## src/sv/rectangle_char_rasterizer_top_assert.svh

```systemverilog
// ----------------------------------------------------------------------------
// Assertion macros for the rectangle character rasterizer
// Concurrent checks that compile away when ASSERT_OFF is defined.
// ----------------------------------------------------------------------------
`ifndef RECTANGLE_CHAR_RASTERIZER_TOP_ASSERT_SVH
`define RECTANGLE_CHAR_RASTERIZER_TOP_ASSERT_SVH

`ifndef ASSERT_OFF
// same-cycle implication
`define RCR_ASSERT_IMP(lbl, clk, rst, ante, cons, msg) \
   lbl: assert property (@(posedge clk) disable iff (rst) (ante) |-> (cons)) \
      else $error(msg);
// next-cycle implication
`define RCR_ASSERT_NXT(lbl, clk, rst, ante, cons, msg) \
   lbl: assert property (@(posedge clk) disable iff (rst) (ante) |=> (cons)) \
      else $error(msg);
`else
`define RCR_ASSERT_IMP(lbl, clk, rst, ante, cons, msg)
`define RCR_ASSERT_NXT(lbl, clk, rst, ante, cons, msg)
`endif

`endif

```

## src/sv/rcr_pkg.sv

```systemverilog
// ----------------------------------------------------------------------------
// rcr_pkg
// Shared constants, codes and types of the rectangle character rasterizer.
// ----------------------------------------------------------------------------
package rcr_pkg;

   // frame store geometry
   localparam int MAX_DIM   = 256;
   localparam int DIM_BITS  = $clog2(MAX_DIM);
   localparam int ADDR_BITS = 2 * DIM_BITS;

   // field widths
   localparam int CFG_DIM_W = 9;
   localparam int CSR_IDX_W = 2;
   localparam int CSR_DAT_W = 9;
   localparam int CHAR_W    = 7;
   localparam int KIND_W    = 2;
   localparam int POS_W     = 19;
   localparam int SPAN_W    = 18;
   localparam int BYTE_W    = 8;
   localparam int COORD_W   = 21;
   localparam int FRAC_BITS = 8;

   // command kinds
   localparam logic [KIND_W-1:0] KIND_CLEAR = 2'd0;
   localparam logic [KIND_W-1:0] KIND_DRAW  = 2'd1;
   localparam logic [KIND_W-1:0] KIND_READ  = 2'd2;

   // shape and character codes
   localparam logic [BYTE_W-1:0] SHAPE_FILLED  = 8'h52;
   localparam logic [BYTE_W-1:0] SHAPE_OUTLINE = 8'h72;
   localparam logic [BYTE_W-1:0] CHAR_MIN      = 8'd32;
   localparam logic [BYTE_W-1:0] CHAR_MAX      = 8'd126;

   // register indexes
   localparam logic [CSR_IDX_W-1:0] CSR_WIDTH  = 2'd0;
   localparam logic [CSR_IDX_W-1:0] CSR_HEIGHT = 2'd1;
   localparam logic [CSR_IDX_W-1:0] CSR_BG     = 2'd2;

   // register reset values
   localparam logic [CFG_DIM_W-1:0] DIM_RESET = 9'd1;
   localparam logic [CHAR_W-1:0]    BG_RESET  = 7'd32;

   // command queue
   localparam int QUEUE_DEPTH = 2;
   localparam int QPTR_BITS   = $clog2(QUEUE_DEPTH);
   localparam int QCNT_BITS   = $clog2(QUEUE_DEPTH + 1);

   // classified command, front to back
   typedef struct packed {
      logic [KIND_W-1:0]         kind;
      logic                      bad;      // draw rejected
      logic                      filled;
      logic [CHAR_W-1:0]         edge_ch;
      logic signed [COORD_W-1:0] left;
      logic signed [COORD_W-1:0] left_p;   // left + 1.0
      logic signed [COORD_W-1:0] right;
      logic signed [COORD_W-1:0] top;
      logic signed [COORD_W-1:0] top_p;    // top + 1.0
      logic signed [COORD_W-1:0] bottom;
      logic [BYTE_W-1:0]         col;
      logic [BYTE_W-1:0]         row;
   } cmd_type;

   // back end status, seen by the top level
   typedef struct packed {
      logic pop;
      logic sweeping;
      logic mem_we;
   } back_stat_type;

endpackage

```

## src/sv/rcr_front.sv

```systemverilog
// ----------------------------------------------------------------------------
// rcr_front
// Accepts request beats, checks draw commands and precomputes rectangle edges.
// ----------------------------------------------------------------------------
module rcr_front (
   input  logic                       req_valid,
   output logic                       req_ready,
   input  logic [rcr_pkg::KIND_W-1:0] req_kind,
   input  logic [rcr_pkg::POS_W-1:0]  req_rect_left,
   input  logic [rcr_pkg::POS_W-1:0]  req_rect_top,
   input  logic [rcr_pkg::SPAN_W-1:0] req_rect_span_x,
   input  logic [rcr_pkg::SPAN_W-1:0] req_rect_span_y,
   input  logic [rcr_pkg::BYTE_W-1:0] req_shape_code,
   input  logic [rcr_pkg::BYTE_W-1:0] req_edge_char,
   input  logic [rcr_pkg::BYTE_W-1:0] req_read_col,
   input  logic [rcr_pkg::BYTE_W-1:0] req_read_row,
   input  logic                       q_ready,
   output logic                       q_push,
   output rcr_pkg::cmd_type           q_cmd
);
   import rcr_pkg::*;

   logic                      shape_ok;
   logic                      char_ok;
   logic                      span_ok;
   logic signed [COORD_W-1:0] left_ext;
   logic signed [COORD_W-1:0] top_ext;
   logic signed [COORD_W-1:0] sx_ext;
   logic signed [COORD_W-1:0] sy_ext;
   logic signed [COORD_W-1:0] one_fx;

   assign req_ready = q_ready;
   assign q_push    = req_valid && q_ready;

   // validity of a draw
   always_comb begin
      shape_ok = req_shape_code inside {SHAPE_FILLED, SHAPE_OUTLINE};
      char_ok  = req_edge_char inside {[CHAR_MIN:CHAR_MAX]};
      span_ok  = (req_rect_span_x != '0) && (req_rect_span_y != '0);
   end

   // widen coordinates, no wrap on the sums
   assign left_ext = {{(COORD_W-POS_W){req_rect_left[POS_W-1]}}, req_rect_left};
   assign top_ext  = {{(COORD_W-POS_W){req_rect_top[POS_W-1]}}, req_rect_top};
   assign sx_ext   = {{(COORD_W-SPAN_W){1'b0}}, req_rect_span_x};
   assign sy_ext   = {{(COORD_W-SPAN_W){1'b0}}, req_rect_span_y};
   assign one_fx   = COORD_W'(1 << FRAC_BITS);

   always_comb begin
      q_cmd         = '0;
      q_cmd.kind    = req_kind;
      q_cmd.bad     = (req_kind == KIND_DRAW) && !(shape_ok && char_ok && span_ok);
      q_cmd.filled  = (req_shape_code == SHAPE_FILLED);
      q_cmd.edge_ch = req_edge_char[CHAR_W-1:0];
      q_cmd.left    = left_ext;
      q_cmd.left_p  = left_ext + one_fx;
      q_cmd.right   = left_ext + sx_ext;
      q_cmd.top     = top_ext;
      q_cmd.top_p   = top_ext + one_fx;
      q_cmd.bottom  = top_ext + sy_ext;
      q_cmd.col     = req_read_col;
      q_cmd.row     = req_read_row;
   end

endmodule

```

## config.mk

```make
export PLATFORM = sky130hd
export DESIGN_NAME = rcr_front
export DESIGN_NICKNAME = d
export VERILOG_FILES = /design/src/sv/rectangle_char_rasterizer_top_assert.svh /design/src/sv/rcr_pkg.sv /design/src/sv/rcr_front.sv
export SDC_FILE = /design/constraint.sdc
export NUM_CORES = 1
export LEC_CHECK = 0
export BUFFER_PORTS_ARGS = -buffer_cell sky130_fd_sc_hd__buf_4
export CAP_MARGIN = 40
export CORE_AREA = 2 2 102 104
export DETAILED_ROUTE_END_ITERATION = 12
export DIE_AREA = 0 0 104 106
export GPL_TIMING_DRIVEN = 0
export PLACE_DENSITY = 0.66
export SLEW_MARGIN = 30
export SYNTH_ARGS = -nofsm -noshare
export SYNTH_HDL_FRONTEND = slang
export SYNTH_SLANG_ARGS = --single-unit
```

## constraint.sdc

```tcl
create_clock -name vclk -period 3.8
set_input_delay 0.38 -clock vclk [all_inputs]
set_output_delay 0.38 -clock vclk [all_outputs]
set_load 0.05 [all_outputs]
```

==> results of run 1 <==
==> cells by family after synthesis <==
logic type                 synth area share (%)
buffers and inverters                      24.3
adders and majority gates                  17.5
xor gates and xnor gates                   14.2
and+or+nand+nor                            18.7
AOI/OAI and AO/OA                          24.9
muxes                                     0.339
==> power groups by stage <==
stage                     Sequential, W  Clock (W)  Combinational, W
after floorplan                       0          0          0.000937
after global placement                0          0           0.00134
after detailed placement              0          0           0.00135
after CTS                             0          0           0.00135
after global routing                  0          0           0.00141
final                                 0          0           0.00134
==> cell usage in the layout (no fill, tap or decap), types with 3 or more instances in the layout <==
cell type,instances
o211ai_1,6
inv_1,9
clkbuf_1,3
ha_1,38
o21bai_1,5
a21oi_1,25
and3_1,5
xor2_1,18
o21ai_1,10
nand3_1,19
nand4_1,10
nor2b_1,4
buf_4,337
a21o_1,21
o21a_1,6
and2_1,3
nor2_1,19
nor4_1,10
o21ai_0,6
xnor2_1,30
nand2_1,19
a211oi_1,6
==> cell usage after synthesis, types with 3 or more instances <==
cell type	n	share of area, %
buf_4	89	23
nand3_1	19	3.2
a21oi_1	25	4.2
o21bai_1	5	1.3
nand4_1	10	2.1
a21o_1	21	5.3
xor2_1	18	5.3
nor2b_1	4	0.85
inv_1	9	1.1
clkbuf_1	3	0.38
o21ai_0	6	1.0
and2_1	3	0.64
o21ai_1	10	1.7
o21a_1	6	1.5
nor4_1	10	2.1
xnor2_1	30	8.9
ha_1	38	16
nand2_1	19	2.4
nor2_1	19	2.4
and3_1	5	1.1
o211ai_1	6	1.5
a211oi_1	6	1.5
==> layer usage <==
layer	vias up	wire (um)	track usage [%]
met5	-	0	0
met4	0	155	2.80
met3	11	830	2.88
met2	178	5610	36.8
met1	1657	4160	20.3
li1	1847	-	-
==> cell type report <==
cell class,count,area [um2],share of cell area [%]
inverters,9,33.8,0.678
well taps,136,170,3.42
repair buffers,248,1860,37.4
plain buffers,93,684,13.7
multi-input cells,294,2230,44.8
==> final timing paths <==
| path | startpoint | endpoint | cells after the start |
|---|---|---|---|
| setup / recovery | req_rect_left[0] | q_cmd[95] | 10 |
| hold / removal | req_read_row[2] | q_cmd[2] | 2 |
==> stage by stage <==
step	utilization, %	cell area, um2	total power, W
finish	49.8	4980	0.00134
global route	49.8	4980	0.00141
CTS	49.8	4980	0.00135
detailed placement	49.8	4980	0.00135
global placement	49.8	4980	0.00134
floorplan	-	2950	0.000937
==> flow_metrics.tcl, run 1 <==
set metrics [dict create \
    status "finished clean" \
    tightest_slew_ns 0.568 \
    peakVddDrop_mv 0.183 \
    finalSetupTns_ns 0 \
    dieWidth_um 104 \
    antenna_left 0 \
    io_pins 265 \
    dp_cells 780 \
    post-cts-setup-buffer-count 0 \
    grt_first_pass_wirelength_um 17000 \
    crit_chain "buf_4, ha_1, fa_1, a211oi_1, o211ai_1, nand4b_1, o211ai_1, a221oi_2, xnor2_1, buf_4" \
    drive_gt1_share_pct 54.0 \
    grt_pass1_vias 3668 \
    cpPeakStageDelay_ns 0.43 \
    wl_per_cell_um 13.8 \
    powerDensity_nw_per_um2 270 \
    holdWs_ns 1.01 \
    antenna_found_initial 0 \
    start_util_pct 29.5 \
    grt_max_degree 9 \
    ff_latch_area_um2 0 \
    dp_slack_ns 0.761 \
    n_sequential_cell 0 \
    die_y_um 106 \
    p_int_w 0.000470 \
    p_clk_share_pct 0 \
    syn_inst 396 \
    syn-num-nets 546 \
    fin_cells 780 \
    area_growth_pct 68.9 \
    postCtsHoldBufs 0 \
    routed-via-count 3693 \
    ys_warn_count 0 \
    cp-end-kind "output port" \
    post-route-period-util_pct 79.5 \
    cts_resized 0 \
    p_comb_share_pct 100.0 \
    critPathRequiredTime_ns 3.42 \
    synth_area_um2 2950 \
    hold_viol 0 \
    gp_congestion 0.882 \
    fin_crit_ns 3.02 \
    dr.pass1.iters 4 \
    overflow 0 \
    critPathTopFamily "compound AO/OA/AOI/OAI gates" \
    num_rows 37 \
    yosysUniqueCellTypes 50 \
    worst-path-buf-inv 2 \
    setup_viol 0 \
    ys_seq_area_share_pct 0 \
    swShare_pct 65.0 \
    dieArea_um2 11000 \
    final_max_slew_viol_count 0 \
    design.core.area_um2 10000 \
    power_switching_w 0.000873 \
    diodes 0 \
    holdCritPathClass "input port to output port" \
    hpwl_um 9690 \
    portBuffers 248 \
    final_nets 796 \
    critical_path_class "input port to output port" \
    p_leak_nw 2.63 \
    drcViolationCount 0 \
    viasPerCell 4.73 \
    grt.total_usage_pct 18.3 \
    maxCapViolCount 0 \
    drt_iter0_markers 104 \
    clock_buffers 0 \
    path_max_fanout 3 \
    cp.arrival_ns 2.64 \
    slew_headroom_pct 61.8 \
    startpoint_type "input port" \
    drt_wl_total_um 10800 \
    pwr-share-seq_pct 0 \
    avgSynthCellArea_um2 7.45 \
    fin_ws_ns 0.779 \
    n_fill_cell 1004 \
    slowest_stage "fa_1" \
    fmax_mhz 331 \
    grt_setup_unrepaired "false" \
]
(Power assumes the default switching activity.)
==> run 2, diff against run 1 <==
--- a/config.mk
+++ b/config.mk
@@ -11,7 +11,7 @@
 export DETAILED_ROUTE_END_ITERATION = 12
 export DIE_AREA = 0 0 104 106
 export GPL_TIMING_DRIVEN = 0
-export PLACE_DENSITY = 0.66
+export PLACE_DENSITY = 0.69
 export SLEW_MARGIN = 30
 export SYNTH_ARGS = -nofsm -noshare
 export SYNTH_HDL_FRONTEND = slang
==> constraint.sdc (replaced) <==
create_clock -name vclk -period 2.5
set_input_delay 0.25 -clock vclk [all_inputs]
set_output_delay 0.25 -clock vclk [all_outputs]
set_load 0.05 [all_outputs]
==> run 2 against run 1 <==
The flow now finishes with violations (negative setup slack). Flip-flop and latch count did not move. Total power rose by 56%. Non-clock buffer count rose by 10. Combinational power rose by 57%. Critical path type unchanged. Critical endpoint is now q_cmd[97]. Largest power group unchanged.
==> flow_metrics.tcl, run 2 (synthesis gave the netlist of run 1 again) <==
set metrics [dict create \
    path_max_fanout 2 \
    p_comb_share_pct 100.0 \
    swShare_pct 64.1 \
    dr.pass1.iters 4 \
    hpwl_um 9000 \
    wl_per_cell_um 13.2 \
    final_max_slew_viol_count 0 \
    holdCritPathClass "input port to output port" \
    cp.arrival_ns 2.27 \
    fin_ws_ns -0.0170 \
    peakVddDrop_mv 0.251 \
    antenna_left 0 \
    failed_checks "negative setup slack" \
    hold_viol 0 \
    drcViolationCount 0 \
    fin_cells 790 \
    grt_max_degree 9 \
    layout_commonest_cell "buf_4" \
    start_util_pct 29.5 \
    post-route-period-util_pct 101 \
    area_growth_pct 76.0 \
    drt_wl_total_um 10500 \
    tightest_slew_ns 0.560 \
    startpoint_type "input port" \
    n_sequential_cell 0 \
    fin_crit_ns 2.52 \
    overflow 0 \
    powerDensity_nw_per_um2 404 \
    num_rows 37 \
    design.core.area_um2 10000 \
    portBuffers 248 \
    grt_first_pass_wirelength_um 16400 \
    gp_congestion 0.832 \
    routed-via-count 3720 \
    dieWidth_um 104 \
    ff_latch_area_um2 0 \
    p_clk_share_pct 0 \
    grt.total_usage_pct 17.0 \
    slew_headroom_pct 62.3 \
    final_area_um2 5190 \
    fmax_mhz 397 \
    critical_path_class "input port to output port" \
    final_nets 806 \
    cp-end-kind "output port" \
    setup_viol 1 \
    total_power_w 0.00210 \
    p_leak_nw 2.71 \
    p_int_w 0.000753 \
    power_switching_w 0.00134 \
    antenna_found_initial 0 \
    final_cell_mix "344 x buf_4, 34 x ha_1, 29 x xnor2_1" \
    finalSetupTns_ns -0.0170 \
    io_pins 265 \
    status "finished with violations" \
    drt_iter0_markers 71 \
    pwr-share-seq_pct 0 \
    critPathRequiredTime_ns 2.25 \
    grt_pass1_vias 3563 \
    dpl_cell_area_um2 5010 \
    diodes 0 \
    drive_gt1_share_pct 58.4 \
    grt_setup_unrepaired "true" \
    maxCapViolCount 0 \
    viasPerCell 4.71 \
    dieArea_um2 11000 \
    die_y_um 106 \
    clock_buffers 0 \
    dp_cells 780 \
    postCtsHoldBufs 0 \
]
run 2: per-layer routing:
layer	up-vias	part of all wire (%)	track usage, %
li1	1869	-	-
met1	1691	39	19.1
met2	158	53	35.0
met3	2	7.9	2.58
met4	0	0.21	0.483
met5	-	0	0
run 2: area by class of cell:
cell class	instances	area, um2
Inverter	9	33.8
Tap cell	136	170
Timing Repair Buffer	259	1970
Buffer	92	681
Fill cell	970	4810
Multi-Input combinational cell	294	2340
run 2: path summary, 6_finish.rpt:
kind | startpoint | end | depth (start not counted)
max | req_rect_left[0] | q_cmd[97] | 12
min | req_read_row[2] | q_cmd[2] | 2
run 2: timing repair:
item                                    CTS  global route
pin swaps                                 9            21
endpoints found under the setup margin    6            11
buffers inserted                          6             5
gates resized for setup                  10            14
run 2: power groups by stage:
stage	clock [W]	sequential, W	combinational [W]
3_5_place_dp	0	0	0.00205
2_1_floorplan	0	0	0.00144
3_3_place_gp	0	0	0.00203
4_1_cts	0	0	0.00207
6_report	0	0	0.00210
5_1_grt	0	0	0.00221
run 2: metrics by stage:
| step | worst slack (ns) | hold WS, ns | utilization [%] |
|---|---|---|---|
| final | -0.0170 | 0.753 | 51.9 |
| after global routing | -0.129 | 0.757 | 51.9 |
| after CTS | -0.0178 | 0.755 | 51.0 |
| after detailed placement | -0.318 | 0.755 | 50.2 |
| after global placement | -0.303 | 0.755 | 50.2 |
| after floorplan | -0.0533 | 0.667 | - |
run 2: critical path, cell delays in order:
cell and delay, ns:
buf_8 0.10, ha_4 0.15, fa_2 0.37, a211oi_4 0.23, o211ai_1 0.16, buf_4 0.17
buf_4 0.12, nand2_1 0.08, o21ai_2 0.08, o221ai_2 0.19, xnor2_1 0.14, buf_4 0.22
==> run 3, diff against run 2 <==
--- a/config.mk
+++ b/config.mk
@@ -16,3 +16,4 @@
 export SYNTH_ARGS = -nofsm -noshare
 export SYNTH_HDL_FRONTEND = slang
 export SYNTH_SLANG_ARGS = --single-unit
+export TNS_END_PERCENT = 5
==> run 3 against run 2 <==
Die area did not move. Sequential share of layout area did not move. Critical endpoint is now q_cmd[95]. Largest power group unchanged. Total power fell by 1.1%. First-iteration DRC count rose by 21%. Maximum frequency rose by 1.5%. Non-clock buffer count fell by 6. Wire length fell by 0.30%. The run now ends clean. Design area fell by 1.7%. Via count fell by 0.40%.
==> flow_metrics.tcl, run 3 (synthesis gave the netlist of run 1 again) <==
set metrics [dict create \
    status "finished clean" \
    fmax_mhz 403 \
    finalSetupTns_ns 0 \
    dieArea_um2 11000 \
    path_max_fanout 3 \
    hold_end "q_cmd[8]" \
    min_from "req_read_col[0]" \
    critPathTopFamily "compound AO/OA/AOI/OAI gates" \
    final_cell_mix "339 x buf_4, 36 x ha_1, 30 x xnor2_1" \
    critPathRequiredTime_ns 2.25 \
    grt_first_pass_wirelength_um 16600 \
    start_util_pct 29.5 \
    startpoint_type "input port" \
    design.core.area_um2 10000 \
    swShare_pct 64.6 \
    area_growth_pct 73.1 \
    pwr-share-seq_pct 0 \
    holdCritPathClass "input port to output port" \
    hold_viol 0 \
    die_y_um 106 \
    slowest_stage "fa_2" \
    hpwl_um 9300 \
    worst-path-buf-inv 2 \
    final_nets 800 \
    cp_common_cell "o211ai_1" \
    num_rows 37 \
    clock_buffers 0 \
    ff_latch_area_um2 0 \
    gp_congestion 0.870 \
    setup_viol 0 \
    p_int_w 0.000734 \
    peakVddDrop_mv 0.268 \
    overflow 0 \
    maxCapViolCount 0 \
    antenna_found_initial 0 \
    post-route-period-util_pct 99.1 \
    dp_cells 780 \
    drive_gt1_share_pct 56.8 \
    grt_setup_unrepaired "true" \
    hold_depth 2 \
    routed-via-count 3705 \
    p_comb_share_pct 100.0 \
    powerDensity_nw_per_um2 406 \
    antenna_left 0 \
    critical_path_class "input port to output port" \
    viasPerCell 4.73 \
    slew_headroom_pct 53.2 \
    crit_chain "buf_8, ha_4, fa_2, a211oi_4, o211ai_1, nand4b_1, o211ai_1, a221oi_2, xnor2_1, buf_4" \
    tightest_slew_ns 0.696 \
    drt_wl_total_um 10400 \
    n_sequential_cell 0 \
    drt_iter0_markers 86 \
    drcViolationCount 0 \
    p_clk_share_pct 0 \
    grt_pass1_vias 3593 \
    dr.pass1.iters 4 \
    fin_ws_ns 0.0213 \
    postLayoutCoreUtil_pct 51.1 \
    layout_commonest_cell "buf_4" \
    grt_max_degree 9 \
    final_max_slew_viol_count 0 \
    cp-startpoint "req_rect_span_x[0]" \
    p_leak_nw 2.67 \
    diodes 0 \
    dieWidth_um 104 \
    grt.total_usage_pct 17.5 \
    io_pins 265 \
    fin_crit_ns 2.48 \
    portBuffers 248 \
    cp.arrival_ns 2.23 \
    cp-end-kind "output port" \
    total_power_w 0.00207 \
    fin_cells 784 \
    postCtsHoldBufs 0 \
    cpPeakStageDelay_ns 0.37 \
    wl_per_cell_um 13.3 \
    power_switching_w 0.00134 \
    dp_slack_ns -0.251 \
]
## run 3: power by group through the flow
stage | clock, W | combinational [W] | sequential (W)
floorplan | 0 | 0.00143 | 0
global placement | 0 | 0.00203 | 0
detailed placement | 0 | 0.00205 | 0
CTS | 0 | 0.00206 | 0
global route | 0 | 0.00218 | 0
finish | 0 | 0.00207 | 0
## run 3: stage by stage
stage	instance area (um2)	hold WS, ns
after floorplan	2960	0.667
after global placement	4990	0.755
after detailed placement	4990	0.755
after CTS	5030	0.755
after global routing	5110	0.756
final	5110	0.754
## run 3: how the worst max path moves through the flow
stage,cells after the start,to
floorplan,7,q_cmd[32]
global placement,10,q_cmd[95]
detailed placement,10,q_cmd[95]
CTS,10,q_cmd[28]
global route,10,q_cmd[99]
finish,10,q_cmd[95]
## run 3: routing by layer
layer	routed length [um]	GRT usage, %
met5	0	0
met4	82	1.45
met3	840	3.68
met2	5610	36.6
met1	3890	18.4
## run 3: area by class of cell
type	instances	area (um2)
plain buffers	93	684
fillers	972	4890
inverters	9	33.8
multi-input cells	294	2310
well taps	136	170
repair buffers	252	1910
## run 3: timing repair
| action | CTS | global route |
|---|---|---|
| pin swaps | 9 | 13 |
| endpoints found under the setup margin | 10 | 13 |
| hold endpoints to repair | 0 | 0 |
| buffers inserted | 2 | 2 |
| gates cloned | 0 | 0 |
| gates resized for setup | 7 | 13 |
