$ cat config.mk
export PLATFORM = sky130hd
export DESIGN_NAME = rcr_queue
export DESIGN_NICKNAME = d
export VERILOG_FILES = /design/src/sv/rectangle_char_rasterizer_top_assert.svh /design/src/sv/rcr_pkg.sv /design/src/sv/rcr_queue.sv
export SDC_FILE = /design/constraint.sdc
export NUM_CORES = 1
export LEC_CHECK = 0
export BUFFER_PORTS_ARGS = -buffer_cell sky130_fd_sc_hd__buf_4
export CAP_MARGIN = 15
export CORE_MARGIN = 2
export CORE_UTILIZATION = 49
export CTS_BUF_LIST = sky130_fd_sc_hd__clkbuf_8
export DETAILED_ROUTE_END_ITERATION = 10
export PLACE_DENSITY = 0.78
export SLEW_MARGIN = 25
export SYNTH_ARGS = -nofsm -noshare
export SYNTH_HDL_FRONTEND = slang
export SYNTH_SLANG_ARGS = --single-unit
$ cat constraint.sdc
create_clock -name clock -period 4.6 [get_ports clock]
set_clock_uncertainty 0.05 [all_clocks]
set_input_delay 0.23 -clock clock [delete_from_list [all_inputs] [get_ports clock]]
set_output_delay 0.23 -clock clock [all_outputs]
set_load 0.01 [all_outputs]
$ cat src/sv/rectangle_char_rasterizer_top_assert.svh
// ----------------------------------------------------------------------------
// Assertion macros for the rectangle character rasterizer
// Concurrent checks that compile away when ASSERT_OFF is defined.
// ----------------------------------------------------------------------------
`ifndef RECTANGLE_CHAR_RASTERIZER_TOP_ASSERT_SVH
`define RECTANGLE_CHAR_RASTERIZER_TOP_ASSERT_SVH

`ifndef ASSERT_OFF
// same-cycle implication
`define RCR_ASSERT_IMP(lbl, clk, rst, ante, cons, msg) \
   lbl: assert property (@(posedge clk) disable iff (rst) (ante) |-> (cons)) \
      else $error(msg);
// next-cycle implication
`define RCR_ASSERT_NXT(lbl, clk, rst, ante, cons, msg) \
   lbl: assert property (@(posedge clk) disable iff (rst) (ante) |=> (cons)) \
      else $error(msg);
`else
`define RCR_ASSERT_IMP(lbl, clk, rst, ante, cons, msg)
`define RCR_ASSERT_NXT(lbl, clk, rst, ante, cons, msg)
`endif

`endif

$ cat src/sv/rcr_pkg.sv
// ----------------------------------------------------------------------------
// rcr_pkg
// Shared constants, codes and types of the rectangle character rasterizer.
// ----------------------------------------------------------------------------
package rcr_pkg;

   // frame store geometry
   localparam int MAX_DIM   = 256;
   localparam int DIM_BITS  = $clog2(MAX_DIM);
   localparam int ADDR_BITS = 2 * DIM_BITS;

   // field widths
   localparam int CFG_DIM_W = 9;
   localparam int CSR_IDX_W = 2;
   localparam int CSR_DAT_W = 9;
   localparam int CHAR_W    = 7;
   localparam int KIND_W    = 2;
   localparam int POS_W     = 19;
   localparam int SPAN_W    = 18;
   localparam int BYTE_W    = 8;
   localparam int COORD_W   = 21;
   localparam int FRAC_BITS = 8;

   // command kinds
   localparam logic [KIND_W-1:0] KIND_CLEAR = 2'd0;
   localparam logic [KIND_W-1:0] KIND_DRAW  = 2'd1;
   localparam logic [KIND_W-1:0] KIND_READ  = 2'd2;

   // shape and character codes
   localparam logic [BYTE_W-1:0] SHAPE_FILLED  = 8'h52;
   localparam logic [BYTE_W-1:0] SHAPE_OUTLINE = 8'h72;
   localparam logic [BYTE_W-1:0] CHAR_MIN      = 8'd32;
   localparam logic [BYTE_W-1:0] CHAR_MAX      = 8'd126;

   // register indexes
   localparam logic [CSR_IDX_W-1:0] CSR_WIDTH  = 2'd0;
   localparam logic [CSR_IDX_W-1:0] CSR_HEIGHT = 2'd1;
   localparam logic [CSR_IDX_W-1:0] CSR_BG     = 2'd2;

   // register reset values
   localparam logic [CFG_DIM_W-1:0] DIM_RESET = 9'd1;
   localparam logic [CHAR_W-1:0]    BG_RESET  = 7'd32;

   // command queue
   localparam int QUEUE_DEPTH = 2;
   localparam int QPTR_BITS   = $clog2(QUEUE_DEPTH);
   localparam int QCNT_BITS   = $clog2(QUEUE_DEPTH + 1);

   // classified command, front to back
   typedef struct packed {
      logic [KIND_W-1:0]         kind;
      logic                      bad;      // draw rejected
      logic                      filled;
      logic [CHAR_W-1:0]         edge_ch;
      logic signed [COORD_W-1:0] left;
      logic signed [COORD_W-1:0] left_p;   // left + 1.0
      logic signed [COORD_W-1:0] right;
      logic signed [COORD_W-1:0] top;
      logic signed [COORD_W-1:0] top_p;    // top + 1.0
      logic signed [COORD_W-1:0] bottom;
      logic [BYTE_W-1:0]         col;
      logic [BYTE_W-1:0]         row;
   } cmd_type;

   // back end status, seen by the top level
   typedef struct packed {
      logic pop;
      logic sweeping;
      logic mem_we;
   } back_stat_type;

endpackage

$ cat src/sv/rcr_queue.sv
// ----------------------------------------------------------------------------
// rcr_queue
// Short command queue between the front and the back end.
// ----------------------------------------------------------------------------
module rcr_queue (
   input  logic             clock,
   input  logic             reset,
   input  logic             push,
   input  rcr_pkg::cmd_type push_cmd,
   output logic             push_ready,
   input  logic             pop,
   output logic             head_valid,
   output rcr_pkg::cmd_type head_cmd
);
   import rcr_pkg::*;

   cmd_type              slot_ff [QUEUE_DEPTH];
   logic [QPTR_BITS-1:0] wr_ptr_ff;
   logic [QPTR_BITS-1:0] wr_ptr_in;
   logic [QPTR_BITS-1:0] rd_ptr_ff;
   logic [QPTR_BITS-1:0] rd_ptr_in;
   logic [QCNT_BITS-1:0] count_ff;
   logic [QCNT_BITS-1:0] count_in;
   logic                 do_push;
   logic                 do_pop;

   assign push_ready = (count_ff != QCNT_BITS'(QUEUE_DEPTH));
   assign head_valid = (count_ff != '0);
   assign head_cmd   = slot_ff[rd_ptr_ff];
   assign do_push    = push && push_ready;
   assign do_pop     = pop && head_valid;

   // pointer and fill count update
   always_comb begin
      wr_ptr_in = wr_ptr_ff;
      rd_ptr_in = rd_ptr_ff;
      count_in  = count_ff;
      if (do_push) begin
         wr_ptr_in = (wr_ptr_ff == QPTR_BITS'(QUEUE_DEPTH - 1)) ? '0 : wr_ptr_ff + 1'b1;
      end
      if (do_pop) begin
         rd_ptr_in = (rd_ptr_ff == QPTR_BITS'(QUEUE_DEPTH - 1)) ? '0 : rd_ptr_ff + 1'b1;
      end
      if (do_push && !do_pop) begin
         count_in = count_ff + 1'b1;
      end else if (do_pop && !do_push) begin
         count_in = count_ff - 1'b1;
      end
   end

   always_ff @(posedge clock) begin
      if (reset) begin
         wr_ptr_ff <= '0;
         rd_ptr_ff <= '0;
         count_ff  <= '0;
      end else begin
         wr_ptr_ff <= wr_ptr_in;
         rd_ptr_ff <= rd_ptr_in;
         count_ff  <= count_in;
      end
   end

   // payload storage
   always_ff @(posedge clock) begin
      if (do_push) begin
         slot_ff[wr_ptr_ff] <= push_cmd;
      end
   end

endmodule

==> metrics.log, run 1 <==
[metrics] biggest fanout along the worst timing path: 81
[metrics] largest incremental delay on the critical path: 0.83 ns
[metrics] hold wc startpoint: pop
[metrics] startpoint class of the critical path: register
[metrics] Root Buffer Master: clkbuf_8
[metrics] total number of vias: 6482
[metrics] end of the worst register-to-register path: slot_ff[0][37]$_DFFE_PP_
[metrics] CP max stage cell: dfxtp_4
[metrics] #FFs+latches synth: 311
[metrics] antenna violations before repair: 1
[metrics] vias in the first global route: 6902
[metrics] first-pass GRT wire length: 36100 um
[metrics] slew margin rel.: 0.323
[metrics] worst min path class: in -> reg
[metrics] combined area of all synthesized cells: 0.0115 sq mm
[metrics] number of remaining DRC errors: 0
[metrics] number of max-slew violations in the final report: 0
[metrics] number of H-tree levels: 2
[metrics] width of the chip: 157 um
[metrics] portion of the post-synthesis area used by sequential elements: 0.805
[metrics] critical path endpoint category: primary output
[metrics] leading post-synthesis cells by instance count: edfxtp_1 (306), mux2_2 (83), mux2_4 (70), buf_6 (9), buf_2 (8)
[metrics] switching part of the total power: 0.271
[metrics] post-synth net total: 658
[metrics] Vias per Instance: 4.79
[metrics] later-pin clock latency in the skew report: 0.55 ns
[metrics] Data arrival, critical path: 2.57 ns
[metrics] Setup Viol. Count Final: 0
[metrics] area share of the largest cell type after synthesis: 0.796
[metrics] wire length per cell after detailed routing: 18.6 um
[metrics] setup TNS after final layout: 0 ns
[metrics] Die Y-Extent: 157 um
[metrics] largest net degree at the start of global routing: 102
[metrics] fraction of power consumed by the clock network: 0.250
[metrics] initial detailed-routing violation count: 325
[metrics] Post-synth top flop: edfxtp_1
[metrics] required time reported for the critical path endpoint: 4.32 ns
[metrics] total wire length after detailed routing: 25200 um
[metrics] async set or reset register ratio after synthesis: 0
[metrics] library cells used by synthesis: 19
[metrics] Cell Rows: 56
[metrics] endpoint with the worst hold slack: rd_ptr_ff$_SDFFE_PP0P_
[metrics] total half-perimeter wirelength after legalization and detailed placement: 14000 um
[metrics] reg-to-reg startpoint: count_ff[0]$_SDFFE_PP0P_
[metrics] fraction of layout instances using a drive strength above 1: 0.511
[metrics] total global routing overflow: 0
[metrics] setup repair after global routing missed its margin: false
[metrics] Tightest Pin Transition: 1.01 ns
[metrics] cell-by-cell trace of the critical path: buf_12 > mux2_2 > buf_4
[metrics] IR drop worst, VDD: 0.473 mV
[metrics] Port Buffers: 311
[metrics] global-route usage over all layers: 0.192
[metrics] number of clock sinks: 311
[metrics] net load switching power: 2.17 mW
[metrics] initial standard-cell utilization of the core: 0.496
[metrics] biggest area consumer among synthesized cells: edfxtp_1
[metrics] number of synthesized flops with an enable pin: 306
[metrics] CTS tree: done
[metrics] result of the run: finished clean
[metrics] clock transition at the registers of the reported paths: 0.06 ns
[metrics] final hold viol count: 0
[metrics] Int Power: 5.84 mW
[metrics] maximum clock insertion buffer count: 3
[metrics] overall die area: 0.0248 sq mm
[metrics] part of the total power dissipated in combinational logic: 0.288
[metrics] Leak: 6.42 nW
[metrics] Core Util, Final: 0.713
[metrics] # Max-Cap Violations: 0
[metrics] power per standard cell area: 483 mW/mm^2
[metrics] nets: 1162
[metrics] average footprint of a synthesized cell: 23.1 sq um
[metrics] WS Path Type: reg -> out
[metrics] number of buffers created by CTS: 48
[metrics] Final GP Congestion: 0.749
[metrics] register-to-register path setup slack: 2.16 ns
[metrics] number of fillers in the final layout: 1397
[metrics] top area cells in the synthesized netlist: edfxtp_1 (80%), mux2_4 (9.1%), mux2_2 (8.1%), buf_6 (0.88%), dfxtp_1 (0.87%)
[metrics] FF-to-FF path depth: 4
[metrics] I/O pin cnt: 312
[metrics] synthesized instance count: 500
[metrics] final critical-path required period: 2.85 ns
[metrics] DP Cell Count: 1118
[metrics] Flop pwr share: 0.462
[metrics] non-filler cells in the finished layout: 1353
[metrics] hold depth: 4
[metrics] Synth-to-Final Area Change: 43.8%
[metrics] drt first pass iters: 5
[metrics] core box area: 0.0233 sq mm
[metrics] dominant cell by count in the synthesized netlist: edfxtp_1
[metrics] Max Fclk: 351 MHz
[metrics] number of synthesis warnings: 0
[metrics] antenna violation net count after detailed routing: 0
[metrics] part of the cycle the worst path needs: 0.620
## stage by stage
stage               setup slack, ns  cell area, sq um  hold WS, ns  total power, mW
floorplan                     0.357             11500        0.249             5.02
global placement               2.26             14200        0.365             5.92
detailed placement             2.21             14200        0.367             5.96
CTS                            1.70             16600       0.0412             8.06
global route                   1.61             16600       0.0957             8.35
finish                         1.75             16600       0.0875             8.01
## per-layer routing
metal / wire (um) / up-vias / track usage / share of wire
li1: - / 3003 / - / -
met1: 9520 / 3180 / 0.209 / 0.38
met2: 13100 / 249 / 0.344 / 0.52
met3: 1830 / 50 / 0.0655 / 0.073
met4: 696 / 0 / 0.0779 / 0.028
met5: 0 / - / 0 / 0
## state kept, by name (all words and copies together), names as in the netlist, named ones only
signal and flops:
count_ff 2, wr_ptr_ff 1, rd_ptr_ff 1, slot_ff 306
## worst max-delay path, delay by kind of cell (launching register included)
| family | cells | cell delay [ns] |
|---|---|---|
| mux | 1 | 0.42 |
| buf+inv | 2 | 0.65 |
| flops | 1 | 0.83 |
## cell families after synthesis
family | share of synthesized area
xor+xnor | 0.00228
compound gates | 0.00260
simple gates | 0.00434
buf+inv | 0.0126
fa+ha+maj | 0.00108
flops | 0.805
mux | 0.172
## cell type report
| type | count | area [sq um] | area share |
|---|---|---|---|
| sequential | 311 | 9290 | 0.560 |
| timing repair buffer | 471 | 3960 | 0.239 |
| multi-input combinational | 171 | 2110 | 0.127 |
| clock buffer | 51 | 702 | 0.0423 |
| tap | 319 | 399 | 0.0241 |
| clock inverter | 28 | 114 | 0.00686 |
| inverter | 1 | 8.76 | 0.000528 |
| antenna | 1 | 2.50 | 0.000151 |
## worst max-delay path by stage
stage / endpoint / cells after the start
2_1_floorplan: slot_ff[0][0]$_DFFE_PP_ / 3
3_3_place_gp: slot_ff[0][20]$_DFFE_PP_ / 4
3_5_place_dp: slot_ff[0][12]$_DFFE_PP_ / 4
4_1_cts: head_cmd[2] / 3
5_1_grt: head_cmd[2] / 3
6_report: head_cmd[2] / 3
## repair_timing
item | 4_1_cts | 5_1_grt
resized for setup | 0 | 0
hold buffers | 155 | 0
endpoints found under the hold margin | 311 | 0
setup endpoints to repair | 0 | 0
buffers inserted | 0 | 0
## cell usage in the layout, fill, tap and decap left out, types with 3 or more instances in the layout
master | synthesis | final
xor2_1 | 3 | 3
mux2_4 | 70 | 70
dlygate4sd3_1 | 0 | 155
buf_12 | 0 | 3
nor2_1 | 3 | 3
clkbuf_8 | 0 | 51
edfxtp_1 | 306 | 306
buf_4 | 0 | 313
inv_1 | 1 | 19
clkinv_1 | 0 | 6
dfxtp_1 | 5 | 4
mux2_2 | 83 | 83
## power groups by stage
stage               Sequential (mW)  Clock (mW)  Combinational [mW]
finish                         3.70        2.00                2.31
global route                   3.73        2.16                2.45
CTS                            3.70        2.04                2.32
detailed placement             3.76           0                2.20
global placement               3.73           0                2.19
floorplan                      3.70           0                1.32
(Power assumes the default switching activity.)
==> run 2: changes to the inputs <==
- ABC_AREA: not set -> 1
- CORE_UTILIZATION: 49 -> 54
- PLACE_DENSITY: 0.78 -> 0.82
- clock period: 4.6 -> 2.8 ns (I/O delays scaled with it)
==> run 2 against run 1 <==
Compared with the run above: power up 67%; sequential share of layout area down 0.58 points; wire length up 12%; first-iteration DRC count up 19%; area after synthesis up 0.14%; combinational power up 62%; die area down 8.9%; worst hold slack better by 0.18 ns; critical path depth unchanged; global-route usage up 5.3 points; critical endpoint is now head_cmd[27]; highest routed layer unchanged.
==> metrics.log, run 2 <==
[metrics] antenna violations before repair: 1
[metrics] Leak: 6.55 nW
[metrics] initial detailed-routing violation count: 387
[metrics] biggest fanout along the worst timing path: 51
[metrics] count of buffers added by post-CTS timing repair for setup: 0
[metrics] initial standard-cell utilization of the core: 0.550
[metrics] overall die area: 0.0226 sq mm
[metrics] average footprint of a synthesized cell: 22.5 sq um
[metrics] post-placement cell area: 0.0143 sq mm
[metrics] worst slack after detailed placement: 0.907 ns
[metrics] vias in the first global route: 7656
[metrics] global-route usage over all layers: 0.245
[metrics] final critical-path required period: 2.36 ns
[metrics] Synth-to-Final Area Change: 45.1%
[metrics] register name with the most flops: slot_ff
[metrics] width of the chip: 150 um
[metrics] leading post-synthesis cells by instance count: edfxtp_1 (306), mux2_2 (83), mux2_4 (70), buf_6 (9), nand2_1 (9)
[metrics] CP max stage cell: dfxtp_4
[metrics] area of combinational cells with multiple inputs: 0.00212 sq mm
[metrics] number of buffers created by CTS: 50
[metrics] I/O pin cnt: 312
[metrics] number of flip-flops in the largest register: 306
[metrics] quantity of hold-fixing buffers added after cts: 157
[metrics] IR drop worst, VDD: 0.613 mV
[metrics] Die Y-Extent: 150 um
[metrics] antenna violation net count after detailed routing: 0
[metrics] drt first pass iters: 4
[metrics] part of the cycle the worst path needs: 0.844
[metrics] wire length on met3: 2360 um
[metrics] largest registers: slot_ff x306, count_ff x2
[metrics] setup repair after global routing missed its margin: false
[metrics] library cells used by synthesis: 14
[metrics] power per standard cell area: 797 mW/mm^2
[metrics] footprint of the flip-flops and latches: 0.00929 sq mm
[metrics] number of synthesized flops with an enable pin: 306
[metrics] worst min path class: in -> reg
[metrics] Setup Viol. Count Final: 0
[metrics] maximum clock insertion buffer count: 3
[metrics] later-pin clock latency in the skew report: 0.55 ns
[metrics] total global routing overflow: 0
[metrics] WS Path Type: reg -> out
[metrics] first-pass GRT wire length: 41300 um
[metrics] Post-Layout Inst Area: 0.0168 sq mm
[metrics] final hold viol count: 0
[metrics] CTS tree: done
[metrics] # Max-Cap Violations: 0
[metrics] Vias per Instance: 5.14
[metrics] number of H-tree levels: 2
[metrics] async set or reset register ratio after synthesis: 0
[metrics] result of the run: finished clean
[metrics] fraction of the mapped netlist area in adder cells: 0.00108
[metrics] clock transition at the registers of the reported paths: 0.07 ns
[metrics] commonest non-fill, non-tap cells in the layout: buf_4 (311), edfxtp_1 (306), dlygate4sd3_1 (157)
[metrics] required time reported for the critical path endpoint: 2.61 ns
[metrics] compound-gate portion of the synthesized area: 0.00173
[metrics] Cell Rows: 53
[metrics] number of fillers in the final layout: 1015
[metrics] synthesized instance count: 513
[metrics] combinational family with the most area after synthesis: multiplexers
[metrics] total half-perimeter wirelength after legalization and detailed placement: 15700 um
[metrics] wire length per cell after detailed routing: 21.1 um
[metrics] startpoint class of the critical path: register
[metrics] Root Buffer Master: clkbuf_8
[metrics] dominant cell by count in the synthesized netlist: edfxtp_1
[metrics] largest net degree at the start of global routing: 52
[metrics] critical path endpoint category: primary output
[metrics] post-synth net total: 671
[metrics] met2 routed wirelength: 14700 um
[metrics] number of remaining DRC errors: 0
[metrics] largest incremental delay on the critical path: 0.67 ns
[metrics] uppermost metal layer occupied by signal nets: met4
[metrics] number of gates resized after CTS: 0
[metrics] portion of the post-synthesis area used by sequential elements: 0.804
[metrics] nets: 1183
[metrics] DRT met1 WL: 10000 um
[metrics] Final GP Congestion: 0.738
[metrics] Max Fclk: 423 MHz
[metrics] Port Buffers: 311
[metrics] biggest area consumer among synthesized cells: edfxtp_1
[metrics] share of synthesized cell area in and, or, nand and nor gates: 0.00661
[metrics] Tightest Pin Transition: 0.713 ns
[metrics] slew margin rel.: 0.523
[metrics] core box area: 0.0210 sq mm
[metrics] top area cells in the synthesized netlist: edfxtp_1 (80%), mux2_4 (9.1%), mux2_2 (8.1%), buf_6 (0.88%), dfxtp_1 (0.87%)
[metrics] fraction of synthesized cell area in xor and xnor cells: 0
[metrics] fraction of layout instances using a drive strength above 1: 0.511
[metrics] total wire length after detailed routing: 28300 um
[metrics] number of clock sinks: 311
[metrics] total number of vias: 6904
[metrics] slack of the critical path: 0.437 ns
[metrics] hold depth: 2
[metrics] FF-to-FF path depth: 5
[metrics] #FFs+latches synth: 311
[metrics] mux contribution to synthesized area: 0.172
[metrics] setup TNS after final layout: 0 ns
[metrics] cell-by-cell trace of the critical path: buf_12 > mux2_2 > buf_4
[metrics] Post-synth top flop: edfxtp_1
[metrics] combined area of all synthesized cells: 0.0116 sq mm
[metrics] number of synthesis warnings: 0
[metrics] number of max-slew violations in the final report: 0
[metrics] area share of the largest cell type after synthesis: 0.795
[metrics] most common library cell in the layout ignoring fill and taps: buf_4
[metrics] Data arrival, critical path: 2.17 ns
==> run 2: cell types whose count changed after synthesis, moves of 2 or more <==
| cell | delta |
|---|---|
| inv_1 | +7 |
| nand3_1 | +2 |
| nand2_1 | +9 |
| nor2_1 | +4 |
| xor2_1 | -3 |
==> run 2: kinds of logic (layout without fill, tap and decap cells) <==
kind of cell / after synthesis / in the layout
other: 0 / 1
buffers and inverters: 25 / 578
AND/OR/NAND/NOR: 19 / 19
multiplexers: 153 / 153
AO/OA/AOI/OAI: 4 / 4
adder cells (fa/ha/maj): 1 / 1
flip-flops: 311 / 311
==> run 2: worst max-delay path, delay by kind of cell, from the launching register on <==
family	cells	cell delay, ns
buf+inv	2	0.50
flops	1	0.67
mux	1	0.42
==> run 2: path summary, 6_finish.rpt <==
check	slack, ns	from	endpoint
worst max-delay path	0.44	register	head_cmd[27]
worst max register to register	0.86	count_ff[0]$_SDFFE_PP0P_	slot_ff[0][97]$_DFFE_PP_
worst min register to register	0.49	rd_ptr_ff$_SDFFE_PP0P_	rd_ptr_ff$_SDFFE_PP0P_
worst min-delay path	0.26	push_cmd[47]	slot_ff[1][47]$_DFFE_PP_
==> run 2: per-layer routing <==
metal | track usage | vias to the layer above
li1 | - | 3061
met1 | 0.276 | 3364
met2 | 0.435 | 393
met3 | 0.0612 | 86
met4 | 0.119 | 0
met5 | 0 | -
==> run 2: where the power goes <==
group          switching (mW)  leakage, nW  internal [mW]  total (mW)
logic                    1.74         3.14           2.00        3.74
registers               0.249         2.90           5.89        6.14
clock network            1.78        0.514           1.71        3.48
==> run 2: stage by stage <==
stage               power, mW  hold WS (ns)   util  cells
floorplan                8.11         0.189      -    513
global placement         9.55         0.274  0.681   1091
detailed placement       9.70         0.277  0.681   1091
CTS                      13.3         0.233  0.797   1341
global route             13.9         0.244  0.798   1342
finish                   13.4         0.265  0.798   1342
==> run 2: cell type report <==
class / instances / share of cell area
Inverter: 8 / 0.00179
Timing Repair Buffer: 477 / 0.244
Multi-Input combinational cell: 177 / 0.127
Clock buffer: 51 / 0.0419
Tap cell: 275 / 0.0205
Antenna cell: 1 / 0.000149
Clock inverter: 42 / 0.0108
Sequential cell: 311 / 0.554
==> run 3: changes to the inputs <==
- ABC_AREA: 1 -> 0
- CORE_UTILIZATION: 54 -> 49
- PLACE_DENSITY: 0.82 -> 0.78
- clock period: 2.8 -> 2.15 ns (I/O delays scaled with it)
==> run 3 against run 2 <==
Compared with the run above: worst setup slack worse by 0.33 ns; first-iteration DRC count down 32%; wire length shrank 3.1%; final area up 1.9%; global-route usage shrank 3.2 points; utilization decreased by 6.3 points; sequential power grew 27%; flip-flop and latch count is the same; die area increased by 9.8%; power rose by 33%.
==> metrics.log, run 3 (synthesis gave the netlist of run 1 again) <==
[metrics] drt first pass iters: 4
[metrics] FF-to-FF path depth: 5
[metrics] Tightest Pin Transition: 0.329 ns
[metrics] I/O pin cnt: 312
[metrics] instance count on the critical path: 4
[metrics] largest registers: slot_ff x306, count_ff x2
[metrics] total half-perimeter wirelength after legalization and detailed placement: 16100 um
[metrics] number of clock sinks: 311
[metrics] count of buffering cells on the critical path with inverters included: 3
[metrics] later-pin clock latency in the skew report: 0.54 ns
[metrics] number of buffers created by CTS: 48
[metrics] kind of cell adding the most delay to the critical path: buffers and inverters
[metrics] slew margin rel.: 0.779
[metrics] critical path endpoint category: primary output
[metrics] WS Path Type: reg -> out
[metrics] largest incremental delay on the critical path: 0.43 ns
[metrics] global-route usage over all layers: 0.213
[metrics] Leak: 6.66 nW
[metrics] total power: 17.8 mW
[metrics] cell-by-cell trace of the critical path: buf_12 > buf_12 > mux2_2 > buf_4
[metrics] final critical-path required period: 2.04 ns
[metrics] largest net degree at the start of global routing: 38
[metrics] Root Buffer Master: clkbuf_8
[metrics] required time reported for the critical path endpoint: 1.99 ns
[metrics] Vias per Instance: 4.84
[metrics] Max Fclk: 490 MHz
[metrics] Die Y-Extent: 157 um
[metrics] area of combinational cells with multiple inputs: 0.00212 sq mm
[metrics] clock transition at the registers of the reported paths: 0.06 ns
[metrics] total wire length after detailed routing: 27400 um
[metrics] Data arrival, critical path: 1.88 ns
[metrics] setup TNS after final layout: 0 ns
[metrics] initial detailed-routing violation count: 265
[metrics] end of the worst register-to-register path: slot_ff[0][47]$_DFFE_PP_
[metrics] antenna violations before repair: 1
[metrics] first-pass GRT wire length: 39900 um
[metrics] part of the cycle the worst path needs: 0.950
[metrics] Cell Rows: 56
[metrics] footprint of the flip-flops and latches: 0.00929 sq mm
[metrics] setup repair after global routing missed its margin: false
[metrics] number of max-slew violations in the final report: 0
[metrics] startpoint class of the critical path: register
[metrics] core box area: 0.0233 sq mm
[metrics] number of fillers in the final layout: 1352
[metrics] CP max stage cell: dfxtp_4
[metrics] width of the chip: 157 um
[metrics] Setup Viol. Count Final: 0
[metrics] total global routing overflow: 0
[metrics] CTS tree: done
[metrics] fraction of layout instances using a drive strength above 1: 0.531
[metrics] vias in the first global route: 7371
[metrics] Core Util, Final: 0.734
[metrics] final hold viol count: 0
[metrics] Crit path top cell by count: buf_12
[metrics] power per standard cell area: 1040 mW/mm^2
[metrics] number of remaining DRC errors: 0
[metrics] number of flip-flops in the largest register: 306
[metrics] maximum clock insertion buffer count: 3
[metrics] antenna violation net count after detailed routing: 0
[metrics] Final GP Congestion: 0.753
[metrics] commonest non-fill, non-tap cells in the layout: buf_4 (332), edfxtp_1 (306), dlygate4sd3_1 (156)
[metrics] # Max-Cap Violations: 0
[metrics] worst min path class: in -> reg
[metrics] initial standard-cell utilization of the core: 0.496
[metrics] most common library cell in the layout ignoring fill and taps: buf_4
[metrics] total number of vias: 6731
[metrics] slack of the critical path: 0.108 ns
[metrics] number of H-tree levels: 2
[metrics] worst slack after detailed placement: 0.420 ns
[metrics] nets: 1198
[metrics] overall die area: 0.0248 sq mm
[metrics] result of the run: finished clean
[metrics] Synth-to-Final Area Change: 48.1%
[metrics] reg-to-reg startpoint: count_ff[0]$_SDFFE_PP0P_
[metrics] register name with the most flops: slot_ff
[metrics] capture point of the critical path: head_cmd[60]
[metrics] register-to-register path setup slack: 0.34 ns
[metrics] Port Buffers: 311
[metrics] biggest fanout along the worst timing path: 20
[metrics] wire length per cell after detailed routing: 19.7 um
[metrics] IR drop worst, VDD: 0.887 mV
-- run 3: final cells by class --
type,instances,share of cell area
diodes,2,0.000293
flip-flops and latches,311,0.544
clock buffers,52,0.0419
multi-input cells,171,0.124
well taps,319,0.0234
repair buffers,507,0.260
inverters,1,0.000439
clock inverters,28,0.00652
-- run 3: power by group --
group          switching, mW  leakage (nW)  internal, mW
Sequential             0.232          2.90          7.57
Combinational           2.49          3.28          3.14
Clock                   2.16         0.478          2.20
Total                   4.88          6.66          12.9
-- run 3: how the worst min path moves through the flow --
stage                  startpoint                        end  slack [ns]  cells past startpoint
floorplan                   reset   count_ff[0]$_SDFFE_PP0P_        0.12                      1
global placement    push_cmd[149]  slot_ff[1][149]$_DFFE_PP_        0.24                      1
detailed placement   push_cmd[69]   slot_ff[0][69]$_DFFE_PP_        0.25                      1
CTS                  push_cmd[29]   slot_ff[1][29]$_DFFE_PP_        0.21                      2
global route         push_cmd[60]   slot_ff[1][60]$_DFFE_PP_        0.21                      2
finish              push_cmd[140]  slot_ff[1][140]$_DFFE_PP_        0.24                      2
-- run 3: routing by layer --
layer  part of all wire  routed length, um  GRT usage
met5                  0                  0          0
met4              0.023                629     0.0719
met3              0.075               2060     0.0702
met2               0.54              14700      0.395
met1               0.36               9960      0.228
-- run 3: what timing repair did --
item	in CTS	in global routing
hold buffers	156	0
setup buffers	3	0
resized for setup	0	0
setup endpoints to repair	14	0
hold endpoints to repair	311	0
-- run 3: stage by stage --
step,cell area (sq um),instances,hold WS [ns]
2_1_floorplan,11600,500,0.122
3_3_place_gp,14700,1150,0.242
3_5_place_dp,14700,1150,0.245
4_1_cts,17100,1389,0.214
5_1_grt,17100,1390,0.214
6_report,17100,1391,0.240
